[src/design/fdlt_pkg.sv]
`default_nettype none
package fdlt_pkg;

	localparam int DEPTH       = 4096;
	localparam int ADDR_BITS   = $clog2(DEPTH);
	localparam int LEN_BITS    = ADDR_BITS + 1;
	localparam int SAMPLE_BITS = 24;
	localparam int FRAC_BITS   = 16;
	localparam int DELAY_BITS  = 28;
	localparam int INT_BITS    = DELAY_BITS - FRAC_BITS;
	localparam int POS_BITS    = 12;
	localparam int MODE_BITS   = 2;
	localparam int CFG_DATA_BITS = LEN_BITS;

	// coefficient divider and modulo unit widths
	localparam int NUM_BITS     = FRAC_BITS + SAMPLE_BITS - 1;
	localparam int DEN_BITS     = FRAC_BITS + 2;
	localparam int DIV_CNT_BITS = $clog2(NUM_BITS + 1);
	localparam int MOD_CNT_BITS = $clog2(LEN_BITS + 1);

	// datapath widths
	localparam int PROD_BITS = 2 * (SAMPLE_BITS + 1);
	localparam int SUM_BITS  = SAMPLE_BITS + 3;

	typedef logic signed [SAMPLE_BITS-1:0] sample_t;

	// interpolation modes; bit one alone selects allpass
	localparam logic [MODE_BITS-1:0] MODE_NONE   = 2'd0;
	localparam logic [MODE_BITS-1:0] MODE_LINEAR = 2'd1;
	localparam int MODE_AP_BIT = 1;

	// request kinds
	localparam logic REQ_READ   = 1'b0;
	localparam logic REQ_INJECT = 1'b1;

	// register indexes
	localparam logic CFG_MODE = 1'b0;
	localparam logic CFG_LEN  = 1'b1;

	typedef enum logic [3:0] {
		ST_CLEAR,
		ST_IDLE,
		ST_COEF_GO,
		ST_COEF,
		ST_ADDR_GO,
		ST_ADDR,
		ST_RDA,
		ST_RDB,
		ST_MUL,
		ST_FIN,
		ST_WR1
	} state_t;

	localparam logic signed [SUM_BITS-1:0] SAT_HI = SUM_BITS'((2 ** (SAMPLE_BITS - 1)) - 1);
	localparam logic signed [SUM_BITS-1:0] SAT_LO = -SAT_HI - SUM_BITS'(1);

	// clamp a widened sum to the sample range
	function automatic sample_t sat_sample(input logic signed [SUM_BITS-1:0] v);
		sample_t r;
		if (v > SAT_HI) begin
			r = SAT_HI[SAMPLE_BITS-1:0];
		end else if (v < SAT_LO) begin
			r = SAT_LO[SAMPLE_BITS-1:0];
		end else begin
			r = v[SAMPLE_BITS-1:0];
		end
		return r;
	endfunction

endpackage
`default_nettype wire

[src/design/fdlt_mod.sv]
`default_nettype none
module fdlt_mod (
	input  wire logic                          clk,
	input  wire logic                          arst_n,
	input  wire logic                          start,
	input  wire logic [fdlt_pkg::LEN_BITS-1:0] num,
	input  wire logic [fdlt_pkg::LEN_BITS-1:0] den,
	output logic                               done,
	output logic [fdlt_pkg::ADDR_BITS-1:0]     rem
);
	import fdlt_pkg::*;

	logic                    busy_q;
	logic                    done_q;
	logic [MOD_CNT_BITS-1:0] cnt_q;
	logic [LEN_BITS-1:0]     sh_q;
	logic [LEN_BITS-1:0]     den_q;
	logic [ADDR_BITS-1:0]    rem_q;
	logic [LEN_BITS-1:0]     trial;
	logic                    ge;

	// one restoring step per cycle
	assign trial = {rem_q, sh_q[LEN_BITS-1]};
	assign ge    = (trial >= den_q);

	always_ff @(posedge clk or negedge arst_n) begin
		if (!arst_n) begin
			busy_q <= 1'b0;
			done_q <= 1'b0;
			cnt_q  <= '0;
		end else begin
			done_q <= 1'b0;
			if (start) begin
				busy_q <= 1'b1;
				cnt_q  <= '0;
			end else if (busy_q) begin
				cnt_q <= cnt_q + MOD_CNT_BITS'(1);
				if (cnt_q == MOD_CNT_BITS'(LEN_BITS - 1)) begin
					busy_q <= 1'b0;
					done_q <= 1'b1;
				end
			end
		end
	end

	always_ff @(posedge clk) begin
		if (start) begin
			sh_q  <= num;
			den_q <= den;
			rem_q <= '0;
		end else if (busy_q) begin
			sh_q  <= {sh_q[LEN_BITS-2:0], 1'b0};
			rem_q <= ge ? ADDR_BITS'(trial - den_q) : trial[ADDR_BITS-1:0];
		end
	end

	assign done = done_q;
	assign rem  = rem_q;

endmodule
`default_nettype wire

[config.mk]
export PLATFORM = sky130hd
export DESIGN_NAME = fdlt_mod
export DESIGN_NICKNAME = d
export VERILOG_FILES = /design/src/design/fdlt_pkg.sv /design/src/design/fdlt_mod.sv
export SDC_FILE = /design/constraint.sdc
export NUM_CORES = 1
export LEC_CHECK = 0
export ABC_AREA = 1
export BUFFER_PORTS_ARGS = -buffer_cell sky130_fd_sc_hd__buf_4
export CAP_MARGIN = 10
export CORE_MARGIN = 2
export CORE_UTILIZATION = 61
export DETAILED_ROUTE_END_ITERATION = 10
export HOLD_SLACK_MARGIN = 0.1
export MAX_ROUTING_LAYER = met4
export PLACE_DENSITY_LB_ADDON = 0.05
export RECOVER_POWER = 100
export SKIP_LAST_GASP = 1
export SYNTH_ARGS = -nofsm -noshare
export SYNTH_HDL_FRONTEND = slang
export SYNTH_SLANG_ARGS = --single-unit
[constraint.sdc]
create_clock -name clk -period 3.4 [get_ports clk]
set_input_delay 0.17 -clock clk [delete_from_list [all_inputs] [get_ports clk]]
set_output_delay 0.17 -clock clk [all_outputs]
set_load 0.02 [all_outputs]
==> reports/results.tsv <==
metric	value	unit
status	finished, final reports clean	
Mapped Nets	382	
Post-Syn Area	2670	sq um
Synth Flop Type	edfxtp_1	
initial DRC count	118	
Slew @ Worst Pin	1.43	ns
worst relative slew slack	4.63	%
dpl cells	422	
count of cell types in the netlist	26	
Worst Setup Path Type	flop to flop	
core area	4290	sq um
clk sinks	44	
FFs w/ async S/R, synth	13.6	%
grt ovf	0	
starting density of the core	62.3	%
site row count	24	
dpl hpwl	4.07	mm
Final ANT Viol Nets	0	
clock root buffer	clkbuf_8	
crit share post-route	73.6	%
Req. time, crit path	3.62	ns
most common cell in the synthesized netlist	nand2_1	
Die H	70.2	microns
setup TNS	0	ns
Worst EP arrival	2.73	ns
CTS HTree Levels	2	
sequential area share after synthesis	43.8	%
Max Cap Violations	0	
Mean Syn Cell Area	7.93	sq um
Min-Delay Path Class	primary input to flop	
vias in the first global route	2224	
post-route DRC violation count	0	
area added between synthesis and finish	17.5	%
cts bufs inserted	5	
vias	2306	
Synth area leader	edfxtp_1	
first-pass GRT wire length	9.61	mm
RSZ-0062 raised after global routing	false	
GPL Wtd Cong	0.937	
layout cell share with drive strength beyond 1	12.0	%
initial antenna violation count	0	
drt via density	5.19	
Post-synth EDFFs	26	
gr usage total	25.2	%
Leakage Power	1.62	nW
largest net degree at the start of global routing	31	
met3 Use GR	5.05	%
number of fill cells	380	
IO Count	42	
M2 GR Usage	43.2	%
R2R depth	11	
Slew Viols, Final	0	
Top Usage Layer GRT	met2	
Critical Path Sink Type	flop	
NumNets Final	436	
width of the die	70.2	microns
synthesized flop and latch total	44	
Hold Fails Final Rpt	0	
dpl cell area	2970	sq um
VDD IR max	0.000278	V
hold path depth	3	
1st-pass router iterations	4	
clk buf depth	2	
final setup fails	0	
WL final	5.67	mm
crit path launch type	flop	
Mapped Cells	337	
fin cells	444	
clock period minus final worst setup slack	2.50	ns
footprint of the multi-input gates	1180	sq um
Die ar.	4930	sq um
synth warn	0	
commonest cells in the netlist	126 x nand2_1, 59 x inv_1, 26 x edfxtp_1	
Post-CTS Setup Repair Bufs	0	
met1 usage	30.3	%
FF+latch area	1170	sq um
worst-path fanout max	14	
Layout Skew	0.00522	ns
Port Buf Inserts	41	
Synth top area share	29.2	%
n_diodes	0	
cell area power density	461	nW/um^2
Max Freq	400	MHz
drt wl/cell	12.8	microns
CTS resizes	0	
Final Cell Area	3140	sq um
top post-synthesis cells by area	edfxtp_1 29%, nand2_1 18%, dfxtp_1 9.0%, inv_1 8.3%, ha_1 7.0%	
clk_lat worst skew	0.29	ns
CTS clk-pin slew, worst paths	0.09	ns
CTS tree	built	
==> per-layer routing <==
metal,share of wire [%],up-vias
met4,1.2,0
met2,52,59
met5,0,-
met1,43,1065
met3,4.5,8
li1,-,1174
==> metrics by stage <==
| stage | total power [W] | util, % | setup slack (ns) | hold WS, ns |
|---|---|---|---|---|
| 3_3_place_gp | 0.00105 | 69.1 | 1.35 | -0.0205 |
| 4_1_cts | 0.00147 | 74.9 | 1.32 | 0.133 |
| 5_1_grt | 0.00153 | 73.2 | 0.808 | 0.135 |
| 6_report | 0.00145 | 73.2 | 0.897 | 0.130 |
| 2_1_floorplan | 0.000945 | - | 1.67 | -0.126 |
| 3_5_place_dp | 0.00106 | 69.1 | 1.36 | -0.0194 |
==> path summary, 6_finish.rpt <==
check | from | to | slack (ns)
setup / recovery | den_q[8]$_DFFE_PP_ | rem[1]$_SDFFE_PP0P_ | 0.90
min in group asynchronous | arst_n | busy_q$_DFF_PN0_ | 0.27
hold reg to reg | cnt_q[3]$_DFFE_PN0P_ | cnt_q[3]$_DFFE_PN0P_ | 0.48
hold / removal | num[0] | sh_q[0]$_SDFFCE_PN0P_ | 0.13
setup reg to reg | den_q[8]$_DFFE_PP_ | rem[1]$_SDFFE_PP0P_ | 0.90
max in group asynchronous | arst_n | cnt_q[0]$_DFFE_PN0P_ | 2.89
==> final cells by class <==
| cell class | count | share of cell area, % |
|---|---|---|
| Multi-Input combinational cell | 225 | 37.6 |
| Sequential cell | 44 | 37.3 |
| Timing Repair Buffer | 56 | 12.6 |
| Inverter | 59 | 7.05 |
| Clock buffer | 5 | 2.19 |
| Tap cell | 52 | 2.07 |
| Clock inverter | 3 | 1.19 |
==> placed cells by master, fill, tap and decap left out, drive strengths merged <==
cell type / netlist / routed
xnor2: 5 / 5
edfxtp: 26 / 26
nand2: 130 / 130
clkinv: 0 / 2
nor2: 14 / 14
bufinv: 0 / 1
ha: 15 / 15
clkbuf: 7 / 34
a21oi: 8 / 8
fa: 1 / 1
dfxtp: 12 / 12
inv: 59 / 59
dlygate4sd3: 0 / 14
nand4: 15 / 15
and2: 1 / 1
nand3: 29 / 29
dfrtp: 6 / 6
buf: 2 / 13
nor3: 2 / 2
o21ai: 5 / 5
==> logic make-up after synthesis <==
| family | after synthesis | synth area share, % |
|---|---|---|
| buffers and inverters | 68 | 11.5 |
| AND/OR/NAND/NOR | 191 | 32.4 |
| AO/OA/AOI/OAI | 13 | 2.85 |
| adder cells (fa/ha/maj) | 16 | 7.77 |
| flip-flops | 44 | 43.8 |
| XOR/XNOR | 5 | 1.64 |
==> worst max-delay path, cell delays in order (launching register included) <==
cell and delay, ns:
edfxtp_1 0.34, inv_1 0.04, ha_1 0.35, nand2_1 0.11, nand2_1 0.08, inv_1 0.06, nand2_1 0.10, a21oi_4 0.33
nand3_1 0.57, nand2_1 0.20, nand2_1 0.06, o21ai_0 0.18
==> registers in the layout, summed over array words and instances, names as in the netlist <==
signal  cells
sh_q       13
cnt_q       4
den_q      13
done        1
rem        12
busy_q      1
==> report_power, final <==
group | leakage, nW | internal (W) | switching, W
sequential | 0.444 | 0.000616 | 0.0000309
combinational | 1.12 | 0.000153 | 0.000252
clock | 0.0532 | 0.000214 | 0.000181
total | 1.62 | 0.000984 | 0.000464
==> repair_timing <==
action	4_1_cts	5_1_grt
hold buffers	14	0
endpoints found under the hold margin	19	0
setup endpoints to repair	0	0
(Power assumes the default switching activity.)
