==> config.mk <==
export PLATFORM = sky130hd
export DESIGN_NAME = fdlt_coef
export DESIGN_NICKNAME = d
export VERILOG_FILES = /design/src/design/fdlt_pkg.sv /design/src/design/fdlt_coef.sv
export SDC_FILE = /design/constraint.sdc
export NUM_CORES = 1
export LEC_CHECK = 0
export ABC_AREA = 1
export BUFFER_PORTS_ARGS = -buffer_cell sky130_fd_sc_hd__buf_2
export CORE_UTILIZATION = 55
export CTS_CLUSTER_SIZE = 8
export DETAILED_ROUTE_END_ITERATION = 6
export GPL_TIMING_DRIVEN = 1
export PLACE_DENSITY = 0.8
export SETUP_SLACK_MARGIN = 0.15
export SLEW_MARGIN = 20
export SYNTH_ARGS = -nofsm -noshare
export SYNTH_HDL_FRONTEND = slang
export SYNTH_SLANG_ARGS = --single-unit
==> constraint.sdc <==
create_clock -name clk -period 3 [get_ports clk]
set_input_delay 0.15 -clock clk [delete_from_list [all_inputs] [get_ports clk]]
set_output_delay 0.15 -clock clk [all_outputs]
set_load 0.005 [all_outputs]
==> src/design/fdlt_pkg.sv <==
`default_nettype none
package fdlt_pkg;

	localparam int DEPTH       = 4096;
	localparam int ADDR_BITS   = $clog2(DEPTH);
	localparam int LEN_BITS    = ADDR_BITS + 1;
	localparam int SAMPLE_BITS = 24;
	localparam int FRAC_BITS   = 16;
	localparam int DELAY_BITS  = 28;
	localparam int INT_BITS    = DELAY_BITS - FRAC_BITS;
	localparam int POS_BITS    = 12;
	localparam int MODE_BITS   = 2;
	localparam int CFG_DATA_BITS = LEN_BITS;

	// coefficient divider and modulo unit widths
	localparam int NUM_BITS     = FRAC_BITS + SAMPLE_BITS - 1;
	localparam int DEN_BITS     = FRAC_BITS + 2;
	localparam int DIV_CNT_BITS = $clog2(NUM_BITS + 1);
	localparam int MOD_CNT_BITS = $clog2(LEN_BITS + 1);

	// datapath widths
	localparam int PROD_BITS = 2 * (SAMPLE_BITS + 1);
	localparam int SUM_BITS  = SAMPLE_BITS + 3;

	typedef logic signed [SAMPLE_BITS-1:0] sample_t;

	// interpolation modes; bit one alone selects allpass
	localparam logic [MODE_BITS-1:0] MODE_NONE   = 2'd0;
	localparam logic [MODE_BITS-1:0] MODE_LINEAR = 2'd1;
	localparam int MODE_AP_BIT = 1;

	// request kinds
	localparam logic REQ_READ   = 1'b0;
	localparam logic REQ_INJECT = 1'b1;

	// register indexes
	localparam logic CFG_MODE = 1'b0;
	localparam logic CFG_LEN  = 1'b1;

	typedef enum logic [3:0] {
		ST_CLEAR,
		ST_IDLE,
		ST_COEF_GO,
		ST_COEF,
		ST_ADDR_GO,
		ST_ADDR,
		ST_RDA,
		ST_RDB,
		ST_MUL,
		ST_FIN,
		ST_WR1
	} state_t;

	localparam logic signed [SUM_BITS-1:0] SAT_HI = SUM_BITS'((2 ** (SAMPLE_BITS - 1)) - 1);
	localparam logic signed [SUM_BITS-1:0] SAT_LO = -SAT_HI - SUM_BITS'(1);

	// clamp a widened sum to the sample range
	function automatic sample_t sat_sample(input logic signed [SUM_BITS-1:0] v);
		sample_t r;
		if (v > SAT_HI) begin
			r = SAT_HI[SAMPLE_BITS-1:0];
		end else if (v < SAT_LO) begin
			r = SAT_LO[SAMPLE_BITS-1:0];
		end else begin
			r = v[SAMPLE_BITS-1:0];
		end
		return r;
	endfunction

endpackage
`default_nettype wire

==> src/design/fdlt_coef.sv <==
`default_nettype none
module fdlt_coef (
	input  wire logic                          clk,
	input  wire logic                          arst_n,
	input  wire logic                          start,
	input  wire logic [fdlt_pkg::NUM_BITS-1:0] num,
	input  wire logic [fdlt_pkg::DEN_BITS-1:0] den,
	output logic                               done,
	output logic [fdlt_pkg::NUM_BITS-1:0]      quo
);
	import fdlt_pkg::*;

	logic                    busy_q;
	logic                    done_q;
	logic [DIV_CNT_BITS-1:0] cnt_q;
	logic [NUM_BITS-1:0]     sh_q;
	logic [DEN_BITS-1:0]     den_q;
	logic [DEN_BITS-1:0]     rem_q;
	logic [DEN_BITS:0]       trial;
	logic                    ge;

	// restoring division, one quotient bit per cycle
	assign trial = {rem_q, sh_q[NUM_BITS-1]};
	assign ge    = (trial >= {1'b0, den_q});

	always_ff @(posedge clk or negedge arst_n) begin
		if (!arst_n) begin
			busy_q <= 1'b0;
			done_q <= 1'b0;
			cnt_q  <= '0;
		end else begin
			done_q <= 1'b0;
			if (start) begin
				busy_q <= 1'b1;
				cnt_q  <= '0;
			end else if (busy_q) begin
				cnt_q <= cnt_q + DIV_CNT_BITS'(1);
				if (cnt_q == DIV_CNT_BITS'(NUM_BITS - 1)) begin
					busy_q <= 1'b0;
					done_q <= 1'b1;
				end
			end
		end
	end

	always_ff @(posedge clk) begin
		if (start) begin
			sh_q  <= num;
			den_q <= den;
			rem_q <= '0;
		end else if (busy_q) begin
			sh_q  <= {sh_q[NUM_BITS-2:0], ge};
			rem_q <= ge ? DEN_BITS'(trial - {1'b0, den_q}) : trial[DEN_BITS-1:0];
		end
	end

	assign done = done_q;
	assign quo  = sh_q;

endmodule
`default_nettype wire

==> qor.yml, run 1 <==
fillCellCount: 685
cpMaxStageDelayCell: "nor2_1"
clk_path_buf_depth: 2
startpoint_type: "flop"
stdcell_area_sq_mm: 0.005592
rsz0062_at_grt: "false"
antenna_found_initial: 0
setup_viol: 0
synth_area_sq_mm: 0.004639
worst_ep_required_time_ps: 3050
overflow: 0
dp_hpwl_mm: 7.704
wl_per_cell_microns: 13.01
drc: 0
synthToLayoutAreaGrowth_pct: 20.52
synthTopCellsByArea: "edfxtp_1, nand2_1, dfxtp_1"
antenna_cells: 0
hold-worst-slack_ps: 56.15
fin_ws_ps: 703.4
synth-seq-cells: 83
first_global_vias: 3786
final_nets: 783
status: "finished clean"
wirelength_mm: 10.56
htreeDepth: 3
yosysWarnings: 0
finClkSkew_ps: 12.00
antenna_left: 0
total_leakage_power_nw: 2.938
hold_class: "primary input to flop"
die_h_microns: 93.85
synth.distinct_cells: 32
start_util_pct: 56.75
drv_cap: 0
cp_cell_sequence: "nor2_1 > clkinv_1 > buf_4"
dp_worst_setup_slack_ps: 773.0
vias: 4095
dpl_cell_area_sq_mm: 0.005218
synth_fp_nets: 666
path_max_fanout: 41
max_freq_ghz: 0.4354
slew_violations: 0
routabilityCongestion: 0.8760
cts_root_buffer: "clkbuf_8"
synth_top_area_share_pct: 36.89
clock_sinks: 83
core_area_sq_mm: 0.008175
finalSetupTns_ps: 0
first_pass_iters: 6
power.total_mw: 4.245
period_minus_slack_ps: 2297
cts_tree: "done"
worst_pin_slew_ps: 829.7
crit_arrival_ps: 2350
fin_crit_sh_pct: 76.55
slew_headroom_pct: 44.48
grt_pass1_wl_mm: 17.44
yosysSeqAreaShare_pct: 48.98
fp-row-count: 33
die_w_microns: 93.85
netlist_instances: 585
r2r_setup_slack_ps: 700
cts_buffers: 9
crit_path_end_kind: "flop"
peakVddDrop_v: 0.0003448
power_density_mw_per_mm2: 759.2
clock_latency_ps: 360
viasPerCell: 5.043
grt_max_degree: 46
syn_area_per_cell_sq_um: 7.931
dr.first_iter.drc_count: 192
numPortBuffers: 99
dieArea_sq_mm: 0.008807
io_pins: 100
hold_violations: 0
worstSetupPathType: "flop to flop"
cts.clk_slew.worst_paths_ps: 100
synth_top_area_cell: "edfxtp_1"
cpPeakStageDelay_ps: 660
drive_above_1_share_pct: 19.24
post-cts-setup-buffer-count: 0
grt_usage_pct: 25.31
where the power goes:
part / switching, mW / internal [mW] / total, mW
clock: 0.453 / 0.316 / 0.769
combinational: 1.15 / 0.741 / 1.89
sequential: 0.142 / 1.44 / 1.58
synthesized netlist by cell type:
master	count
clkinv_1	2
edfxtp_1	57
buf_4	1
o31ai_1	1
xnor2_1	6
a21oi_1	14
nor3_1	3
a31oi_1	1
dfxtp_1	18
nor2_1	30
o21ai_2	1
o21ai_0	12
nand3_1	34
buf_8	1
a21oi_2	2
nand4_1	3
nand3b_1	15
nand2_1	251
buf_6	1
nor3_2	1
fa_1	1
clkbuf_1	12
o21bai_1	1
nand3_2	4
inv_1	72
nand2_4	2
nand2_2	6
dfrtp_1	8
ha_1	20
xor2_1	1
buf_2	3
o21ai_1	1
cells by family after synthesis:
| group | synth area share [%] |
|---|---|
| xor+xnor | 1.321 |
| simple gates | 31.93 |
| fa+ha+maj | 5.825 |
| buf+inv | 8.010 |
| flops | 48.98 |
| compound gates | 3.938 |
final timing paths:
check                                       startpoint                      to  cells after the start
worst max register to register        busy_q$_DFF_PN0_       quo[24]$_DFFE_PP_                      3
max in group asynchronous                       arst_n          done$_DFF_PN0_                      2
worst min-delay path                           num[20]       quo[20]$_DFFE_PP_                      3
worst min register to register  rem_q[12]$_SDFFE_PP0P_  rem_q[12]$_SDFFE_PP0P_                      2
min in group asynchronous                       arst_n    cnt_q[4]$_DFFE_PN0P_                      2
worst max-delay path                  busy_q$_DFF_PN0_       quo[24]$_DFFE_PP_                      3
per-stage QoR:
stage,cells,util [%]
CTS,812,68.40
detailed placement,777,63.82
global route,812,68.40
finish,812,68.40
global placement,777,63.82
floorplan,585,-
placed cells by master, fill, tap and decap left out, drive strengths merged, types with 3 or more instances in the layout:
| cell | instances |
|---|---|
| nand2 | 259 |
| buf | 105 |
| inv | 74 |
| edfxtp | 57 |
| nand3 | 38 |
| nor2 | 30 |
| ha | 20 |
| dlygate4sd3 | 19 |
| dfxtp | 18 |
| a21oi | 16 |
| nand3b | 15 |
| o21ai | 14 |
| clkbuf | 9 |
| dfrtp | 8 |
| xnor2 | 6 |
| clkinv | 6 |
| nor3 | 4 |
| nand4 | 3 |
cell type report:
cell class / instances / area, sq um / share of cell area (%)
sequential: 83 / 2272 / 40.64
clock inverter: 7 / 60.06 / 1.074
timing repair buffer: 124 / 730.7 / 13.07
clock buffer: 9 / 123.9 / 2.215
tap: 105 / 131.4 / 2.350
multi-input combinational: 410 / 1996 / 35.69
inverter: 74 / 277.8 / 4.968
critical path, delay by kind of cell (launching register included):
kind	cells	cell delay [ps]
buffers and inverters	2	880
and+or+nand+nor	1	660
DFF	1	420
sequential cells by signal, indices dropped and copies added (netlist names):
register and count:
busy_q 1, rem_q 18, done 1, quo 39, den_q 18, cnt_q 6
repair_timing:
item                      4_1_cts  5_1_grt
hold buffers                   19        0
hold endpoints to repair       26        0
gates resized for setup         0        0
per-layer routing:
metal	global-route usage [%]	up-vias	share of wire, %
met5	0	-	0
li1	-	2085	-
met2	40.88	152	46
met1	32.97	1840	44
met3	5.583	18	7.6
met4	10.13	0	1.7
Power figures use the tool's default switching activity.
==> run 2: changes to the inputs <==
--- a/config.mk
+++ b/config.mk
@@ -7,11 +7,11 @@
 export LEC_CHECK = 0
 export ABC_AREA = 1
 export BUFFER_PORTS_ARGS = -buffer_cell sky130_fd_sc_hd__buf_2
-export CORE_UTILIZATION = 55
+export CORE_UTILIZATION = 50
 export CTS_CLUSTER_SIZE = 8
 export DETAILED_ROUTE_END_ITERATION = 6
 export GPL_TIMING_DRIVEN = 1
-export PLACE_DENSITY = 0.8
+export PLACE_DENSITY = 0.77
 export SETUP_SLACK_MARGIN = 0.15
 export SLEW_MARGIN = 20
 export SYNTH_ARGS = -nofsm -noshare
==> constraint.sdc (replaced) <==
create_clock -name clk -period 2.1 [get_ports clk]
set_input_delay 0.105 -clock clk [delete_from_list [all_inputs] [get_ports clk]]
set_output_delay 0.105 -clock clk [all_outputs]
set_load 0.005 [all_outputs]
==> run 2 against run 1 <==
- the flow now finishes with violations (DRC)
- clock skew rose by 0.93 ps
- design area rose by 16%
- total power rose by 74%
- global-route usage barely moved
- sequential power rose by 46%
- count of clock-buffer cells in the layout did not move
- flip-flop and latch count did not move
- core utilization rose by 4.7 points
- die area rose by 9.8%
- critical path type unchanged
- largest power group unchanged
==> qor.yml, run 2 (synthesis results as in run 1) <==
status: "complete, but fails checks"
failed_checks: "DRC"
cp_cell_sequence: "inv_2 > ha_4 > inv_4 > fa_2 > inv_2 > nor2_4 > o21ai_2 > nand2_2 > nand2_1 > nand3b_1 > nand2_1 > nand2_1 > nand3_1 > nand2_1"
cts.clk_slew.worst_paths_ps: 100
crit_arrival_ps: 2280
critPathTopFamily: "simple AND/OR/NAND/NOR gates"
start_util_pct: 52.43
dr.first_iter.drc_count: 220
worst_ep_required_time_ps: 2360
rsz0062_at_grt: "true"
drt-met1-wl_mm: 4.908
hold_class: "primary input to flop"
wl_per_cell_microns: 15.07
r2r_setup_slack_ps: 80
critPathLaunch: "quo[38]$_DFFE_PP_"
peakVddDrop_v: 0.0005661
slew_violations: 0
max_freq_ghz: 0.4949
cpMaxStageDelayCell: "edfxtp_1"
antenna_cells: 0
clock_latency_ps: 370
cp.depth: 14
cts_buffers: 9
vias: 4557
grt_pass1_wl_mm: 19.33
path_max_fanout: 3
grt_max_degree: 46
seq_area_sq_mm: 0.002272
worst_pin_slew_ps: 452.4
worstReg2RegStart: "quo[38]$_DFFE_PP_"
die_w_microns: 98.33
drive_above_1_share_pct: 29.52
dp_hpwl_mm: 7.723
viasPerCell: 5.299
worstRegToRegCells: 14
worstSetupPathType: "flop to flop"
final_nets: 828
startpoint_type: "flop"
wirelength_mm: 12.96
routed.top_layer: "met4"
dr_wl_met3_mm: 1.132
crit_path_end: "rem_q[12]$_SDFFE_PP0P_"
period_minus_slack_ps: 2021
routabilityCongestion: 0.9115
clk_path_buf_depth: 2
largest_reg_flops: 39
hold-worst-slack_ps: 11.00
layout_common_cells: "nand2_1, buf_2, edfxtp_1, inv_1, dlygate4sd3_1"
first_global_vias: 4281
cpPeakStageDelay_ps: 440
drv_cap: 0
finClkSkew_ps: 12.93
grt_usage_pct: 25.30
synthToLayoutAreaGrowth_pct: 39.35
crit_path_end_kind: "flop"
cts_tree: "done"
fillCellCount: 636
crit_buf_inv: 3
htreeDepth: 3
core_area_sq_mm: 0.008848
dieArea_sq_mm: 0.009668
overflow: 0
drc: 3
die_h_microns: 98.33
cts_root_buffer: "clkbuf_8"
total_leakage_power_nw: 3.211
power_density_mw_per_mm2: 1143
reg2reg_to: "rem_q[12]$_SDFFE_PP0P_"
io_pins: 100
clock_sinks: 83
numPortBuffers: 99
fin_crit_sh_pct: 96.22
dp_worst_setup_slack_ps: 54.32
slew_headroom_pct: 69.84
fin_ws_ps: 79.29
antenna_found_initial: 0
setup_viol: 0
dr_wl_met2_mm: 6.474
first_pass_iters: 7
final_common_cell: "nand2_1"
fp-row-count: 34
multi_input_area_sq_mm: 0.002381
antenna_left: 0
critPathMostFrequentCell: "nand2_1"
hold_violations: 0
run 2: worst min path at each step:
stage / cells after the start / endpoint / slack [ps] / start
detailed placement: 1 / done$_DFF_PN0_ / -40 / arst_n
global placement: 1 / done$_DFF_PN0_ / -50 / arst_n
floorplan: 0 / busy_q$_DFF_PN0_ / -190 / arst_n
CTS: 3 / quo[24]$_DFFE_PP_ / 2 / num[24]
finish: 3 / quo[28]$_DFFE_PP_ / 10 / num[28]
global route: 3 / quo[6]$_DFFE_PP_ / 6 / num[6]
run 2: layout make-up:
class	count	share of cell area [%]
flip-flops and latches	83	35.15
well taps	108	2.090
multi-input cells	411	36.83
repair buffers	168	18.04
inverters	74	4.335
clock buffers	9	1.916
clock inverters	7	1.645
run 2: routing by layer:
metal	up-vias	global-route usage, %
li1	2181	-
met2	255	43.28
met4	0	9.644
met1	2076	30.67
met3	45	6.586
met5	-	0
run 2: worst register-to-register path, delay by kind of cell (launching register included):
| kind | cells | cell delay [ps] |
|---|---|---|
| and+or+nand+nor | 8 | 590 |
| buffers and inverters | 3 | 240 |
| AOI/OAI and AO/OA | 1 | 140 |
| DFF | 1 | 440 |
| adders and majority gates | 2 | 510 |
run 2: where the power goes:
part | internal, mW | switching, mW | leakage [nW]
Clock | 0.694 | 0.671 | 0.117
Sequential | 2.06 | 0.253 | 0.858
Combinational | 1.64 | 2.07 | 2.24
Total | 4.40 | 2.99 | 3.21
run 2: stage by stage:
stage	area, sq um	cells	total power [mW]	utilization [%]	TNS (ps)
2_1_floorplan	4641	585	4.313	-	0
3_3_place_gp	5304	786	4.880	59.94	0
3_5_place_dp	5304	786	4.944	59.94	0
4_1_cts	6075	847	6.543	68.65	0
5_1_grt	6465	860	7.845	73.06	-14.39
6_report	6465	860	7.389	73.06	0
run 2: timing repair:
action | CTS | global route
cloned | 0 | 2
pin swaps | 9 | 25
buffers inserted | 4 | 11
resized for setup | 20 | 68
endpoints found under the hold margin | 48 | 0
hold buffers | 41 | 0
setup endpoints to repair | 15 | 19
